### config.mk
export PLATFORM = sky130hd
export DESIGN_NAME = glyph_code_remap_utf8_encode_core
export DESIGN_NICKNAME = d
export VERILOG_FILES = /design/src/rtl/gcru_pkg.sv /design/src/rtl/gcru_classify.sv /design/src/rtl/gcru_remap.sv /design/src/rtl/gcru_encode.sv /design/src/rtl/gcru_serial.sv /design/src/rtl/glyph_code_remap_utf8_encode_core.sv
export VERILOG_INCLUDE_DIRS = /design/src /design/src/rtl
export SDC_FILE = /design/constraint.sdc
export NUM_CORES = 1
export LEC_CHECK = 0
export ABC_AREA = 0
export BUFFER_PORTS_ARGS = -buffer_cell sky130_fd_sc_hd__buf_2
export CAP_MARGIN = 10
export CORE_MARGIN = 5
export CORE_UTILIZATION = 67
export CTS_CLUSTER_SIZE = 12
export DETAILED_ROUTE_END_ITERATION = 6
export PLACE_DENSITY = 0.86
export SYNTH_ARGS = -nofsm -noshare
export SYNTH_HDL_FRONTEND = slang
export SYNTH_HIERARCHICAL = 1
export SYNTH_SLANG_ARGS = --single-unit
export TNS_END_PERCENT = 10
### constraint.sdc
create_clock -name clk -period 6.38 [get_ports clk]
set_input_delay 0.319 -clock clk [delete_from_list [all_inputs] [get_ports clk]]
set_output_delay 0.319 -clock clk [all_outputs]
set_load 0.005 [all_outputs]
### src/rtl/glyph_code_remap_utf8_encode_core_defines.svh
// assertion macros for the glyph code remap and utf-8 encoder
`ifndef GLYPH_CODE_REMAP_UTF8_ENCODE_CORE_DEFINES_SVH
`define GLYPH_CODE_REMAP_UTF8_ENCODE_CORE_DEFINES_SVH
`ifndef SYNTHESIS
`define GCRU_ASSERT_IMP(lbl, ante, cons) \
  lbl: assert property (@(posedge clk) disable iff (!rst_n) (ante) |-> (cons)) \
    else $error("implication check failed");
`define GCRU_ASSERT_NXT(lbl, ante, cons) \
  lbl: assert property (@(posedge clk) disable iff (!rst_n) (ante) |=> (cons)) \
    else $error("next-cycle check failed");
`else
`define GCRU_ASSERT_IMP(lbl, ante, cons)
`define GCRU_ASSERT_NXT(lbl, ante, cons)
`endif
`endif

### src/rtl/gcru_pkg.sv
// types, code constants and lookup tables for the glyph remap pipeline
`timescale 1ns / 1ps
package gcru_pkg;

  localparam int CODE_W = 21;

  localparam logic [1:0] ST_ENC   = 2'd0;
  localparam logic [1:0] ST_LIG   = 2'd1;
  localparam logic [1:0] ST_RANGE = 2'd2;

  localparam logic [1:0] REG_PLAIN_START = 2'd0;
  localparam logic [1:0] REG_PLAIN_END   = 2'd1;
  localparam logic [1:0] REG_PLAIN_DIST  = 2'd2;
  localparam logic [1:0] REG_CAPS_DIST   = 2'd3;

  localparam logic [CODE_W-1:0] GC_LDQUO  = 21'h00e669;
  localparam logic [CODE_W-1:0] GC_NDASH  = 21'h00e66f;
  localparam logic [CODE_W-1:0] GC_BULLET = 21'h00e674;
  localparam logic [CODE_W-1:0] GC_RDQUO  = 21'h00e677;
  localparam logic [CODE_W-1:0] GC_MDASH  = 21'h00e689;
  localparam logic [CODE_W-1:0] GC_DEGREE = 21'h00e6a0;
  localparam logic [CODE_W-1:0] GC_HYPHEN = 21'h00e6a4;
  localparam logic [CODE_W-1:0] GC_TIMES  = 21'h00e6a6;
  localparam logic [CODE_W-1:0] GC_LIG_FI  = 21'h00e66d;
  localparam logic [CODE_W-1:0] GC_LIG_FL  = 21'h00e66e;
  localparam logic [CODE_W-1:0] GC_LIG_FF  = 21'h00e70f;
  localparam logic [CODE_W-1:0] GC_LIG_FFI = 21'h00e710;
  localparam logic [CODE_W-1:0] GC_CAPS_LO = 21'h00e717;
  localparam logic [CODE_W-1:0] GC_CAPS_HI = 21'h00e72f;
  localparam logic [CODE_W-1:0] UNI_MAX    = 21'h10ffff;

  localparam logic [2:0] FIX_LDQUO  = 3'd0;
  localparam logic [2:0] FIX_NDASH  = 3'd1;
  localparam logic [2:0] FIX_BULLET = 3'd2;
  localparam logic [2:0] FIX_RDQUO  = 3'd3;
  localparam logic [2:0] FIX_MDASH  = 3'd4;
  localparam logic [2:0] FIX_DEGREE = 3'd5;
  localparam logic [2:0] FIX_HYPHEN = 3'd6;
  localparam logic [2:0] FIX_TIMES  = 3'd7;

  localparam logic [1:0] LIG_FI  = 2'd0;
  localparam logic [1:0] LIG_FL  = 2'd1;
  localparam logic [1:0] LIG_FF  = 2'd2;
  localparam logic [1:0] LIG_FFI = 2'd3;

  localparam logic [7:0] ASC_F = 8'h66;
  localparam logic [7:0] ASC_I = 8'h69;
  localparam logic [7:0] ASC_L = 8'h6c;

  typedef enum logic [1:0] {
    KIND_PASS,
    KIND_SUB,
    KIND_FIXED,
    KIND_LIG
  } kind_t;

  typedef struct packed {
    logic [CODE_W-1:0] code;
    logic [CODE_W-1:0] delta;
    kind_t             kind;
    logic [2:0]        sel;
  } cls_t;

  typedef struct packed {
    logic [CODE_W-1:0] cp;
    logic              err;
    logic              lig;
    logic [1:0]        lig_sel;
  } map_t;

  typedef struct packed {
    logic [3:0][7:0] bytes;
    logic [2:0]      cnt;
    logic [1:0]      status;
  } enc_t;

  function automatic logic [CODE_W-1:0] fixed_cp(input logic [2:0] sel);
    logic [CODE_W-1:0] cp;
    unique case (sel)
      FIX_LDQUO:  cp = 21'h00201c;
      FIX_NDASH:  cp = 21'h002013;
      FIX_BULLET: cp = 21'h002022;
      FIX_RDQUO:  cp = 21'h00201d;
      FIX_MDASH:  cp = 21'h002014;
      FIX_DEGREE: cp = 21'h0000b0;
      FIX_HYPHEN: cp = 21'h00002d;
      FIX_TIMES:  cp = 21'h0000d7;
      default:    cp = 21'h000000;
    endcase
    return cp;
  endfunction

endpackage

### src/rtl/gcru_classify.sv
// first stage: range compares and fixed code and ligature decode
`timescale 1ns / 1ps
module gcru_classify
  import gcru_pkg::*;
(
  input  logic              clk,
  input  logic              rst_n,
  input  logic [CODE_W-1:0] plain_start,
  input  logic [CODE_W-1:0] plain_end,
  input  logic [CODE_W-1:0] plain_dist,
  input  logic [CODE_W-1:0] caps_dist,
  input  logic              in_valid,
  output logic              in_ready,
  input  logic [CODE_W-1:0] in_code,
  output logic              out_valid,
  input  logic              out_ready,
  output cls_t              out_data
);

  logic valid_r;
  cls_t data_r;
  cls_t data_nxt;

  always_comb begin
    data_nxt      = '0;
    data_nxt.code = in_code;
    data_nxt.kind = KIND_PASS;
    if (in_code > plain_start && in_code < plain_end) begin
      data_nxt.kind  = KIND_SUB;
      data_nxt.delta = plain_dist;
    end else begin
      unique case (in_code)
        GC_LDQUO:   begin data_nxt.kind = KIND_FIXED; data_nxt.sel = FIX_LDQUO;  end
        GC_NDASH:   begin data_nxt.kind = KIND_FIXED; data_nxt.sel = FIX_NDASH;  end
        GC_BULLET:  begin data_nxt.kind = KIND_FIXED; data_nxt.sel = FIX_BULLET; end
        GC_RDQUO:   begin data_nxt.kind = KIND_FIXED; data_nxt.sel = FIX_RDQUO;  end
        GC_MDASH:   begin data_nxt.kind = KIND_FIXED; data_nxt.sel = FIX_MDASH;  end
        GC_DEGREE:  begin data_nxt.kind = KIND_FIXED; data_nxt.sel = FIX_DEGREE; end
        GC_HYPHEN:  begin data_nxt.kind = KIND_FIXED; data_nxt.sel = FIX_HYPHEN; end
        GC_TIMES:   begin data_nxt.kind = KIND_FIXED; data_nxt.sel = FIX_TIMES;  end
        GC_LIG_FI:  begin data_nxt.kind = KIND_LIG; data_nxt.sel = {1'b0, LIG_FI};  end
        GC_LIG_FL:  begin data_nxt.kind = KIND_LIG; data_nxt.sel = {1'b0, LIG_FL};  end
        GC_LIG_FF:  begin data_nxt.kind = KIND_LIG; data_nxt.sel = {1'b0, LIG_FF};  end
        GC_LIG_FFI: begin data_nxt.kind = KIND_LIG; data_nxt.sel = {1'b0, LIG_FFI}; end
        default: begin
          if (in_code >= GC_CAPS_LO && in_code <= GC_CAPS_HI) begin
            data_nxt.kind  = KIND_SUB;
            data_nxt.delta = caps_dist;
          end
        end
      endcase
    end
  end

  assign in_ready  = !valid_r || out_ready;
  assign out_valid = valid_r;
  assign out_data  = data_r;

  always_ff @(posedge clk) begin
    if (!rst_n) begin
      valid_r <= 1'b0;
    end else if (in_ready) begin
      valid_r <= in_valid;
    end
  end

  always_ff @(posedge clk) begin
    if (in_ready && in_valid) begin
      data_r <= data_nxt;
    end
  end

endmodule

### src/rtl/gcru_remap.sv
// second stage: subtract distance or look up the corrected code point
`timescale 1ns / 1ps
module gcru_remap
  import gcru_pkg::*;
(
  input  logic clk,
  input  logic rst_n,
  input  logic in_valid,
  output logic in_ready,
  input  cls_t in_data,
  output logic out_valid,
  input  logic out_ready,
  output map_t out_data
);

  logic            valid_r;
  map_t            data_r;
  map_t            data_nxt;
  logic [CODE_W:0] diff;

  assign diff = {1'b0, in_data.code} - {1'b0, in_data.delta};

  always_comb begin
    data_nxt = '0;
    unique case (in_data.kind)
      KIND_SUB: begin
        data_nxt.cp  = diff[CODE_W-1:0];
        data_nxt.err = diff[CODE_W];
      end
      KIND_FIXED: begin
        data_nxt.cp = fixed_cp(in_data.sel);
      end
      KIND_LIG: begin
        data_nxt.lig     = 1'b1;
        data_nxt.lig_sel = in_data.sel[1:0];
      end
      default: begin
        data_nxt.cp = in_data.code;
      end
    endcase
  end

  assign in_ready  = !valid_r || out_ready;
  assign out_valid = valid_r;
  assign out_data  = data_r;

  always_ff @(posedge clk) begin
    if (!rst_n) begin
      valid_r <= 1'b0;
    end else if (in_ready) begin
      valid_r <= in_valid;
    end
  end

  always_ff @(posedge clk) begin
    if (in_ready && in_valid) begin
      data_r <= data_nxt;
    end
  end

endmodule

### src/rtl/gcru_encode.sv
// third stage: utf-8 byte build, ligature spelling and range check
`timescale 1ns / 1ps
module gcru_encode
  import gcru_pkg::*;
(
  input  logic clk,
  input  logic rst_n,
  input  logic in_valid,
  output logic in_ready,
  input  map_t in_data,
  output logic out_valid,
  input  logic out_ready,
  output enc_t out_data
);

  logic              valid_r;
  enc_t              data_r;
  enc_t              data_nxt;
  logic [CODE_W-1:0] cp;

  assign cp = in_data.cp;

  always_comb begin
    data_nxt = '0;
    if (in_data.lig) begin
      data_nxt.status   = ST_LIG;
      data_nxt.bytes[0] = ASC_F;
      unique case (in_data.lig_sel)
        LIG_FI: begin
          data_nxt.bytes[1] = ASC_I;
          data_nxt.cnt      = 3'd2;
        end
        LIG_FL: begin
          data_nxt.bytes[1] = ASC_L;
          data_nxt.cnt      = 3'd2;
        end
        LIG_FF: begin
          data_nxt.bytes[1] = ASC_F;
          data_nxt.cnt      = 3'd2;
        end
        default: begin
          data_nxt.bytes[1] = ASC_F;
          data_nxt.bytes[2] = ASC_I;
          data_nxt.cnt      = 3'd3;
        end
      endcase
    end else if (in_data.err || cp > UNI_MAX) begin
      data_nxt.status = ST_RANGE;
      data_nxt.cnt    = 3'd1;
    end else begin
      data_nxt.status = ST_ENC;
      if (cp < 21'h000080) begin
        data_nxt.bytes[0] = {1'b0, cp[6:0]};
        data_nxt.cnt      = 3'd1;
      end else if (cp < 21'h000800) begin
        data_nxt.bytes[0] = {3'b110, cp[10:6]};
        data_nxt.bytes[1] = {2'b10, cp[5:0]};
        data_nxt.cnt      = 3'd2;
      end else if (cp < 21'h010000) begin
        data_nxt.bytes[0] = {4'b1110, cp[15:12]};
        data_nxt.bytes[1] = {2'b10, cp[11:6]};
        data_nxt.bytes[2] = {2'b10, cp[5:0]};
        data_nxt.cnt      = 3'd3;
      end else begin
        data_nxt.bytes[0] = {5'b11110, cp[20:18]};
        data_nxt.bytes[1] = {2'b10, cp[17:12]};
        data_nxt.bytes[2] = {2'b10, cp[11:6]};
        data_nxt.bytes[3] = {2'b10, cp[5:0]};
        data_nxt.cnt      = 3'd4;
      end
    end
  end

  assign in_ready  = !valid_r || out_ready;
  assign out_valid = valid_r;
  assign out_data  = data_r;

  always_ff @(posedge clk) begin
    if (!rst_n) begin
      valid_r <= 1'b0;
    end else if (in_ready) begin
      valid_r <= in_valid;
    end
  end

  always_ff @(posedge clk) begin
    if (in_ready && in_valid) begin
      data_r <= data_nxt;
    end
  end

endmodule

### src/rtl/gcru_serial.sv
// output stage: shifts the encoded bytes out one per cycle while out_ready is high
`timescale 1ns / 1ps
module gcru_serial
  import gcru_pkg::*;
(
  input  logic       clk,
  input  logic       rst_n,
  input  logic       in_valid,
  output logic       in_ready,
  input  enc_t       in_data,
  output logic       out_valid,
  input  logic       out_ready,
  output logic [7:0] out_byte,
  output logic       out_last_byte,
  output logic [1:0] out_status
);

  logic [3:0][7:0] buf_r;
  logic [2:0]      rem_r;
  logic [1:0]      status_r;

  assign out_valid     = (rem_r != 3'd0);
  assign out_byte      = buf_r[0];
  assign out_last_byte = (rem_r == 3'd1);
  assign out_status    = status_r;
  assign in_ready      = (rem_r == 3'd0) || (out_ready && rem_r == 3'd1);

  always_ff @(posedge clk) begin
    if (!rst_n) begin
      rem_r <= 3'd0;
    end else if (in_valid && in_ready) begin
      rem_r <= in_data.cnt;
    end else if (out_valid && out_ready) begin
      rem_r <= rem_r - 3'd1;
    end
  end

  always_ff @(posedge clk) begin
    if (in_valid && in_ready) begin
      buf_r    <= in_data.bytes;
      status_r <= in_data.status;
    end else if (out_valid && out_ready) begin
      buf_r <= {8'h00, buf_r[3:1]};
    end
  end

endmodule

### src/rtl/glyph_code_remap_utf8_encode_core.sv
// path: a request passes the classify, remap and encode registers and the output byte shifter
// throughput: one byte per cycle while out_ready is high; a glyph is one to four bytes
// the output byte shifter sets the rate, the three stages ahead of it take a request each cycle unless stalled
// reset: synchronous active-low rst_n empties the pipeline and clears all config registers
`timescale 1ns / 1ps
`include "glyph_code_remap_utf8_encode_core_defines.svh"
module glyph_code_remap_utf8_encode_core
  import gcru_pkg::*;
(
  input  logic              clk,
  input  logic              rst_n,
  input  logic              cfg_we,
  input  logic [1:0]        cfg_index,
  input  logic [CODE_W-1:0] cfg_wdata,
  input  logic              in_valid,
  output logic              in_ready,
  input  logic [CODE_W-1:0] in_glyph_code,
  output logic              out_valid,
  input  logic              out_ready,
  output logic [7:0]        out_byte,
  output logic              out_last_byte,
  output logic [1:0]        out_status
);

  logic [CODE_W-1:0] plain_start_r;
  logic [CODE_W-1:0] plain_end_r;
  logic [CODE_W-1:0] plain_dist_r;
  logic [CODE_W-1:0] caps_dist_r;

  logic s1_valid, s1_ready;
  logic s2_valid, s2_ready;
  logic s3_valid, s3_ready;
  cls_t s1_data;
  map_t s2_data;
  enc_t s3_data;

  always_ff @(posedge clk) begin
    if (!rst_n) begin
      plain_start_r <= '0;
      plain_end_r   <= '0;
      plain_dist_r  <= '0;
      caps_dist_r   <= '0;
    end else if (cfg_we) begin
      unique case (cfg_index)
        REG_PLAIN_START: plain_start_r <= cfg_wdata;
        REG_PLAIN_END:   plain_end_r   <= cfg_wdata;
        REG_PLAIN_DIST:  plain_dist_r  <= cfg_wdata;
        REG_CAPS_DIST:   caps_dist_r   <= cfg_wdata;
        default: ;
      endcase
    end
  end

  gcru_classify u_classify (
    .clk        (clk),
    .rst_n      (rst_n),
    .plain_start(plain_start_r),
    .plain_end  (plain_end_r),
    .plain_dist (plain_dist_r),
    .caps_dist  (caps_dist_r),
    .in_valid   (in_valid),
    .in_ready   (in_ready),
    .in_code    (in_glyph_code),
    .out_valid  (s1_valid),
    .out_ready  (s1_ready),
    .out_data   (s1_data)
  );

  gcru_remap u_remap (
    .clk      (clk),
    .rst_n    (rst_n),
    .in_valid (s1_valid),
    .in_ready (s1_ready),
    .in_data  (s1_data),
    .out_valid(s2_valid),
    .out_ready(s2_ready),
    .out_data (s2_data)
  );

  gcru_encode u_encode (
    .clk      (clk),
    .rst_n    (rst_n),
    .in_valid (s2_valid),
    .in_ready (s2_ready),
    .in_data  (s2_data),
    .out_valid(s3_valid),
    .out_ready(s3_ready),
    .out_data (s3_data)
  );

  gcru_serial u_serial (
    .clk          (clk),
    .rst_n        (rst_n),
    .in_valid     (s3_valid),
    .in_ready     (s3_ready),
    .in_data      (s3_data),
    .out_valid    (out_valid),
    .out_ready    (out_ready),
    .out_byte     (out_byte),
    .out_last_byte(out_last_byte),
    .out_status   (out_status)
  );

  // bytes of one glyph follow each other with no gap
  `GCRU_ASSERT_NXT(a_glyph_contiguous, out_valid && out_ready && !out_last_byte, out_valid)
  // out of range gives a single empty byte
  `GCRU_ASSERT_IMP(a_range_empty, out_valid && out_status == ST_RANGE, out_last_byte && out_byte == 8'h00)
  // ligatures spell only f, i and l
  `GCRU_ASSERT_IMP(a_lig_letters, out_valid && out_status == ST_LIG, out_byte == ASC_F || out_byte == ASC_I || out_byte == ASC_L)

endmodule
==> results by group, run 1 <==
Run status
  • Status: completed

Logic synthesis
  • #FFs+latches synth: ~230
  • Synth Area per Inst: ~11 sq um
  • Syn nets: between 1000 and 1500
  • Post-synth top cells: nand2_1 (183), edfxtp_1 (139), mux2i_1 (110)
  • Top FF cell, synth: edfxtp_1
  • Cell variety after synth: 79
  • Leading area contributor after synthesis: edfxtp_1
  • Synth warn: 6
  • Most frequent cell after synthesis: nand2_1
  • Yosys top cell area share: 34.2%
  • Seq/Total Area, Yosys: between 40% and 50%
  • Asr flop ratio synth: 0%
  • Mapped Area: approximately 0.012 sq mm
  • Syn Inst Count: about 1200
  • Post-synth EDFFs: about 140
  • Main area contributors after synthesis: edfxtp_1 (34%), dfxtp_1 (15%), mux2i_1 (9.0%)

Timing
  • Tmin final: between 3 and 4 ns
  • RSZ-0062 raised after global routing: no
  • Fin crit share: between 40% and 50%
  • FMAX: about 320 MHz
  • Final Setup Violations: 0
  • Final hold vios: 0
  • Setup ws final: ~3.3 ns
  • Worst-Margin Slew: around 1.1 ns
  • Setup TNS: 0 ns
  • Final Max Tran Viols: 0
  • Final hold slack: 0.0456 ns
  • Slew headroom: a little over a quarter
  • Final Skew: 0.0214 ns

Clock network
  • Post-CTS Setup Bufs: 0
  • H-tree levels: 1
  • TritonCTS buffer count: 24
  • Clock root buffer: clkbuf_16
  • Worst skew pair latency: around 0.52 ns
  • CTS resizes: 0
  • Clock sink count: 229
  • CTS tree: built
  • Hold-fix buffers, CTS: 0
  • Clock Path Buffers: 3
  • Reg clk slew, reported paths: about 0.06 ns

Layout
  • Non-filler cells, final: between 1000 and 1500
  • Share of cells above drive strength 1: 12.8%
  • Number of diodes: 0
  • Area Overhead vs Synth: 8.74%
  • Final-stage net count: roughly 1300
  • Final Instance Area: 0.0133 sq mm
  • Final Util: 73.9%

Worst setup path
  • Worst Path Required: between 6 and 7 ns
  • Kind of critical path: reg2reg
  • Slowest stage cell, crit path: or4_1
  • Crit-path max FO: 19
  • Cells along the critical path: inv_1 -> ha_1 -> and4b_1 -> o21ai_1 -> a21boi_2 -> a2111oi_2 -> a211oi_4 -> buf_4 -> or4_1
  • Crit path buf inv count: 2
  • Worst setup EP type: flip-flop
  • Worst path top cell family by delay: compound AO/OA/AOI/OAI gates
  • R2R Path End: u_classify/out_data[3]
  • R2R Setup Slk: between 3 and 4 ns
  • CP peak stage delay: ~0.53 ns
  • Crit path DAT: 3.35 ns
  • Worst reg2reg path depth: 9
  • CP Launch Type: flip-flop
  • Worst flop-to-flop path startpoint: plain_start_r[3]

Global routing
  • Total track usage: roughly 24%
  • Largest net degree at the start of global routing: 66
  • Remaining Overflow, GRT: 0
  • First-pass GRT wire length: 42900 um
  • Initial antenna violation count: 0
  • Vias in the first global route: 8778

Pwr
  • PwrDens: about 280 mW/mm^2
  • P_leak: 5.36 nW
  • Design Power: around 3.8 mW
  • Peak supply drop: roughly 0.00024 V

Routing
  • Drt drc: 0
  • Antenna-violating nets left: 0
  • Top Metal Used: met4
  • Metal3 WL: around 1200 um
  • Via-to-Cell Ratio: approximately 6
  • Wl on met1: 11000 um
  • Total Wirelength: about 26000 um
  • Number of DRC markers in iteration 0: slightly below 600
  • Routed WL per cell: 18.3 um
  • Wire length on met2: around 13000 um
  • Via count: between 8000 and 9000
  • DRT Pass-1 Iters: 6

Worst hold path
  • Worst Hold Class: in2reg
  • Worst hold path depth: 1
  • Hold path start: in_glyph_code[17]
  • Hold Path End: u_classify/out_data[43]

Place
  • DP Area: 0.0125 sq mm
  • Hpwl dp: between 15000 and 20000 um
  • Final weighted congestion in routability-driven placement: around 0.94
  • Port bufs: between 60 and 70
  • Post-place setup slack: around 3.1 ns
  • Placed cells: about 1400

Floorplan
  • CORE AREA: between 0.015 and 0.02 sq mm
  • Die span in y: between 100 and 150 um
  • Die width: around 140 um
  • Initial Util: between 60% and 70%
  • Area of the die: 0.0210 sq mm
  • # rows: slightly below 50
  • Ports: 62

Run
  • Max-cap violations: 0
[where the power goes]
part / switching [mW] / internal (mW) / total, mW / leakage, nW
sequential: 0.0718 / 1.76 / 1.84 / 2.08
clock: 0.532 / 0.774 / 1.31 / 0.366
combinational: 0.348 / 0.273 / 0.621 / 2.91
total: 0.952 / 2.81 / 3.76 / 5.36
[placed cells by master (no fill, tap or decap), types with 19 or more instances in the layout]
cell type	n
mux2i_1	110
a21oi_1	48
buf_2	60
nand2_1	183
inv_1	102
nor2_1	37
nand3_1	21
mux2_4	19
o21ai_0	41
ha_1	70
edfxtp_1	139
clkbuf_16	25
dfxtp_1	90
[registers in the layout (all words and copies together) (netlist names), 3 cells and up]
name                 cells
u_classify/out_data     47
u_encode/out_data       33
u_serial/out_byte        8
caps_dist_r             21
u_serial/buf_r          24
u_remap/out_data        25
plain_end_r             21
plain_dist_r            21
plain_start_r           21
u_serial/rem_r           3
[per-layer routing]
layer / global-route usage (%) / vias up
met2: 42.6 / 286
met1: 30.7 / 4123
met3: 2.78 / 81
li1: - / 4186
met5: 0 / -
met4: 9.51 / 0
[cells by family after synthesis]
| family | after synthesis | synth area share (%) |
|---|---|---|
| AOI/OAI and AO/OA | 191 | 10.8 |
| xor gates and xnor gates | 12 | 0.861 |
| adders and majority gates | 71 | 7.34 |
| buffers and inverters | 161 | 6.17 |
| DFF | 229 | 49.0 |
| muxes | 135 | 11.9 |
| other | 1 | 0.0307 |
| and+or+nand+nor | 353 | 14.0 |
[worst register-to-register path: stages, from the launching register on]
cell and delay, ns:
dfxtp_1 0.32, inv_1 0.05, ha_1 0.35, and4b_1 0.22, o21ai_1 0.25, a21boi_2 0.10, a2111oi_2 0.49, a211oi_4 0.23
buf_4 0.30, or4_1 0.54
[worst max-delay path by stage]
stage	startpoint	end	slack, ns	cells past startpoint
after floorplan	u_serial/rem_r[0]	u_classify/out_data[0]	3.56	9
after global placement	in_glyph_code[2]	u_classify/out_data[3]	3.21	9
after detailed placement	in_glyph_code[2]	u_classify/out_data[3]	3.14	9
after CTS	plain_start_r[3]	u_classify/out_data[3]	3.28	9
after global routing	plain_start_r[3]	u_classify/out_data[3]	3.17	9
final	plain_start_r[3]	u_classify/out_data[3]	3.27	9
[cell type report]
| type | count | area (sq um) |
|---|---|---|
| flip-flops and latches | 229 | 5980 |
| multi-input cells | 763 | 5490 |
| fillers | 1224 | 4690 |
| clock buffers | 39 | 728 |
| inverters | 104 | 392 |
| repair buffers | 71 | 383 |
| well taps | 229 | 287 |
| clock inverters | 4 | 17.5 |
(Power assumes the default switching activity.)
==> run 2, diff against run 1 <==
Settings changed: ABC_AREA 0 to 1, CORE_UTILIZATION 67 to 62, PLACE_DENSITY 0.86 to 0.8.
Clock period 6.38 ns to 3.08 ns, I/O delays scaled along.
==> run 2 against run 1 <==
  * Register-to-register slack got worse by 2.6 ns
  * Sequential share of layout area fell by 5.2 points
  * Largest power group unchanged
  * Critical path depth rose by 1
  * Maximum frequency rose by 32%
  * Clock-buffer cell count fell by 7
==> results by group, run 2 <==
Global routing
  • Vias in the first global route: approximately 11000
  • Total track usage: roughly 28%
  • Remaining Overflow, GRT: 0
  • First-pass GRT wire length: between 50000 and 60000 um
  • Largest net degree at the start of global routing: 57
  • Initial antenna violation count: 0

Worst setup path
  • Kind of critical path: reg2reg
  • Cells along the critical path: inv_1 -> ha_1 -> a21oi_1 -> o21ai_0 -> nor2_1 -> nand2_1 -> nor2_4 -> nand3_2 -> nand2_1 -> nand2_1
  • Worst path top cell family by delay: simple AND/OR/NAND/NOR gates
  • Crit path DAT: 2.62 ns
  • Worst setup EP type: flip-flop
  • Crit-path max FO: 22
  • CP peak stage delay: approximately 0.38 ns
  • Most used cell, CP: nand2_1
  • CP Launch Type: flip-flop
  • Slowest stage cell, crit path: nand3_2
  • Worst Path Required: between 3 and 4 ns
  • Crit path buf inv count: 1

Timing
  • FMAX: 424 MHz
  • RSZ-0062 raised after global routing: no
  • Slew headroom: between 40% and 50%
  • Final Skew: about 0.024 ns
  • Tmin final: approximately 2.4 ns
  • Setup TNS: 0 ns
  • Final Max Tran Viols: 0
  • Worst-Margin Slew: between 0.8 and 0.9 ns
  • Final Setup Violations: 0
  • Setup ws final: a little over 0.7 ns
  • Final hold vios: 0
  • Fin crit share: approximately three quarters

Layout
  • Area taken by multi-input logic gates: approximately 0.006 sq mm
  • Register area: 0.00598 sq mm
  • Max FFs per register: 47
  • Final-stage net count: 2002
  • Share of cells above drive strength 1: between 10% and 20%
  • Most frequent cells in the layout: nand2_1 (550), inv_1 (293), nor2_1 (246)
  • Number of diodes: 0
  • Area Overhead vs Synth: 10.7%
  • Final Instance Area: between 0.01 and 0.015 sq mm
  • Most common cell after layout, fill and taps aside: nand2_1
  • Fill count: about 1800

Place
  • Hpwl dp: about 25000 um
  • Port bufs: 61
  • DP Area: ~0.014 sq mm
  • Post-place setup slack: around 0.83 ns
  • Final weighted congestion in routability-driven placement: roughly 0.93

Routing
  • Via-to-Cell Ratio: around 5.3
  • Routed WL per cell: approximately 16 um
  • DRT Pass-1 Iters: 6
  • Metal3 WL: roughly 1700 um
  • Drt drc: 0
  • Antenna-violating nets left: 0
  • Wire length on met2: around 18000 um
  • Wl on met1: approximately 13000 um
  • Top Metal Used: met4
  • Number of DRC markers in iteration 0: between 900 and 1000
  • Via count: 11568
  • Total Wirelength: roughly 35000 um

Clock network
  • H-tree levels: 1
  • Clock Path Buffers: 3
  • Clock sink count: 229
  • Worst skew pair latency: between 0.5 and 0.6 ns
  • CTS tree: built
  • TritonCTS buffer count: 25
  • CTS resizes: 0
  • Reg clk slew, reported paths: about 0.06 ns
  • Clock root buffer: clkbuf_16

Logic synthesis
  • Post-synth top cells: nand2_1 (550), inv_1 (293), nor2_1 (246)
  • Mapped Area: between 0.01 and 0.015 sq mm
  • #FFs+latches synth: 229
  • Seq/Total Area, Yosys: approximately 44%
  • Cell variety after synth: 47
  • Synth warn: 6
  • Asr flop ratio synth: 0%
  • Main area contributors after synthesis: edfxtp_1 (31%), nand2_1 (15%), dfxtp_1 (13%)
  • Leading area contributor after synthesis: edfxtp_1
  • Synth Area per Inst: around 7.5 sq um
  • Syn Inst Count: ~1800
  • Post-synth EDFFs: between 100 and 150
  • Yosys top cell area share: between 30% and 40%
  • Top FF cell, synth: edfxtp_1
  • Most frequent cell after synthesis: nand2_1
  • Syn nets: about 1900

Floorplan
  • CORE AREA: 0.0217 sq mm
  • Area of the die: around 0.025 sq mm
  • Die span in y: approximately 160 um
  • Ports: between 60 and 70
  • Die width: 158 um
  • Initial Util: 62.5%
  • # rows: 54

Pwr
  • PwrDens: about 540 mW/mm^2
  • Peak supply drop: roughly 0.00052 V
  • P_leak: approximately 7 nW

Worst hold path
  • Worst Hold Class: in2reg

Run status
  • Status: completed

Run
  • Max-cap violations: 0
-- run 2: final cells by class --
| type | instances | area share (%) |
|---|---|---|
| clock buffers | 32 | 4.48 |
| multi-input cells | 1213 | 40.0 |
| well taps | 280 | 2.34 |
| clock inverters | 10 | 0.309 |
| inverters | 299 | 7.52 |
| flip-flops and latches | 229 | 39.9 |
| repair buffers | 114 | 5.46 |
-- run 2: logic make-up (layout without fill, tap and decap cells) --
kind of cell / Yosys count / in the layout / share of synthesized area, %
and+or+nand+nor: 1016 / 1016 / 32.3
buffers and inverters: 363 / 455 / 11.7
DFF: 229 / 229 / 44.1
AOI/OAI and AO/OA: 121 / 121 / 5.01
adders and majority gates: 71 / 71 / 6.61
xor gates and xnor gates: 4 / 4 / 0.259
other: 1 / 1 / 0.0277
-- run 2: layer usage --
metal  vias up  GRT usage, %
met4         0          13.9
met3       107          2.73
met5         -             0
met1      5241          33.5
met2       415          51.0
li1       5805             -
-- run 2: timing repair --
action | CTS | global route
hold buffers | 41 | 0
endpoints found under the hold margin | 83 | 0
buffers inserted | 0 | 0
-- run 2: through the flow --
stage               util (%)  cells  power, mW  hold slack [ns]
floorplan                  -   1805       5.06            0.253
detailed placement      63.9   2094       5.47            0.415
global placement        63.9   2094       5.41            0.403
finish                  69.1   2177       8.13           0.0307
global route            69.1   2177       8.56          0.00887
CTS                     69.1   2177       8.19          0.00373
-- run 2: worst paths after layout --
check / startpoint / endpoint / slack [ns] / depth (start not counted)
max: plain_end_r[20] / u_classify/out_data[10] / 0.72 / 10
min: in_glyph_code[4] / u_classify/out_data[30] / 0.03 / 1
max reg2reg: plain_end_r[20] / u_classify/out_data[10] / 0.72 / 10
min reg2reg: u_encode/out_data[1] / u_serial/out_status[1] / 0.43 / 0
-- run 2: power breakdown --
group	total (mW)	switching [mW]	internal (mW)
Combinational	1.64	1.09	0.555
Clock	2.67	1.15	1.52
Sequential	3.82	0.137	3.68
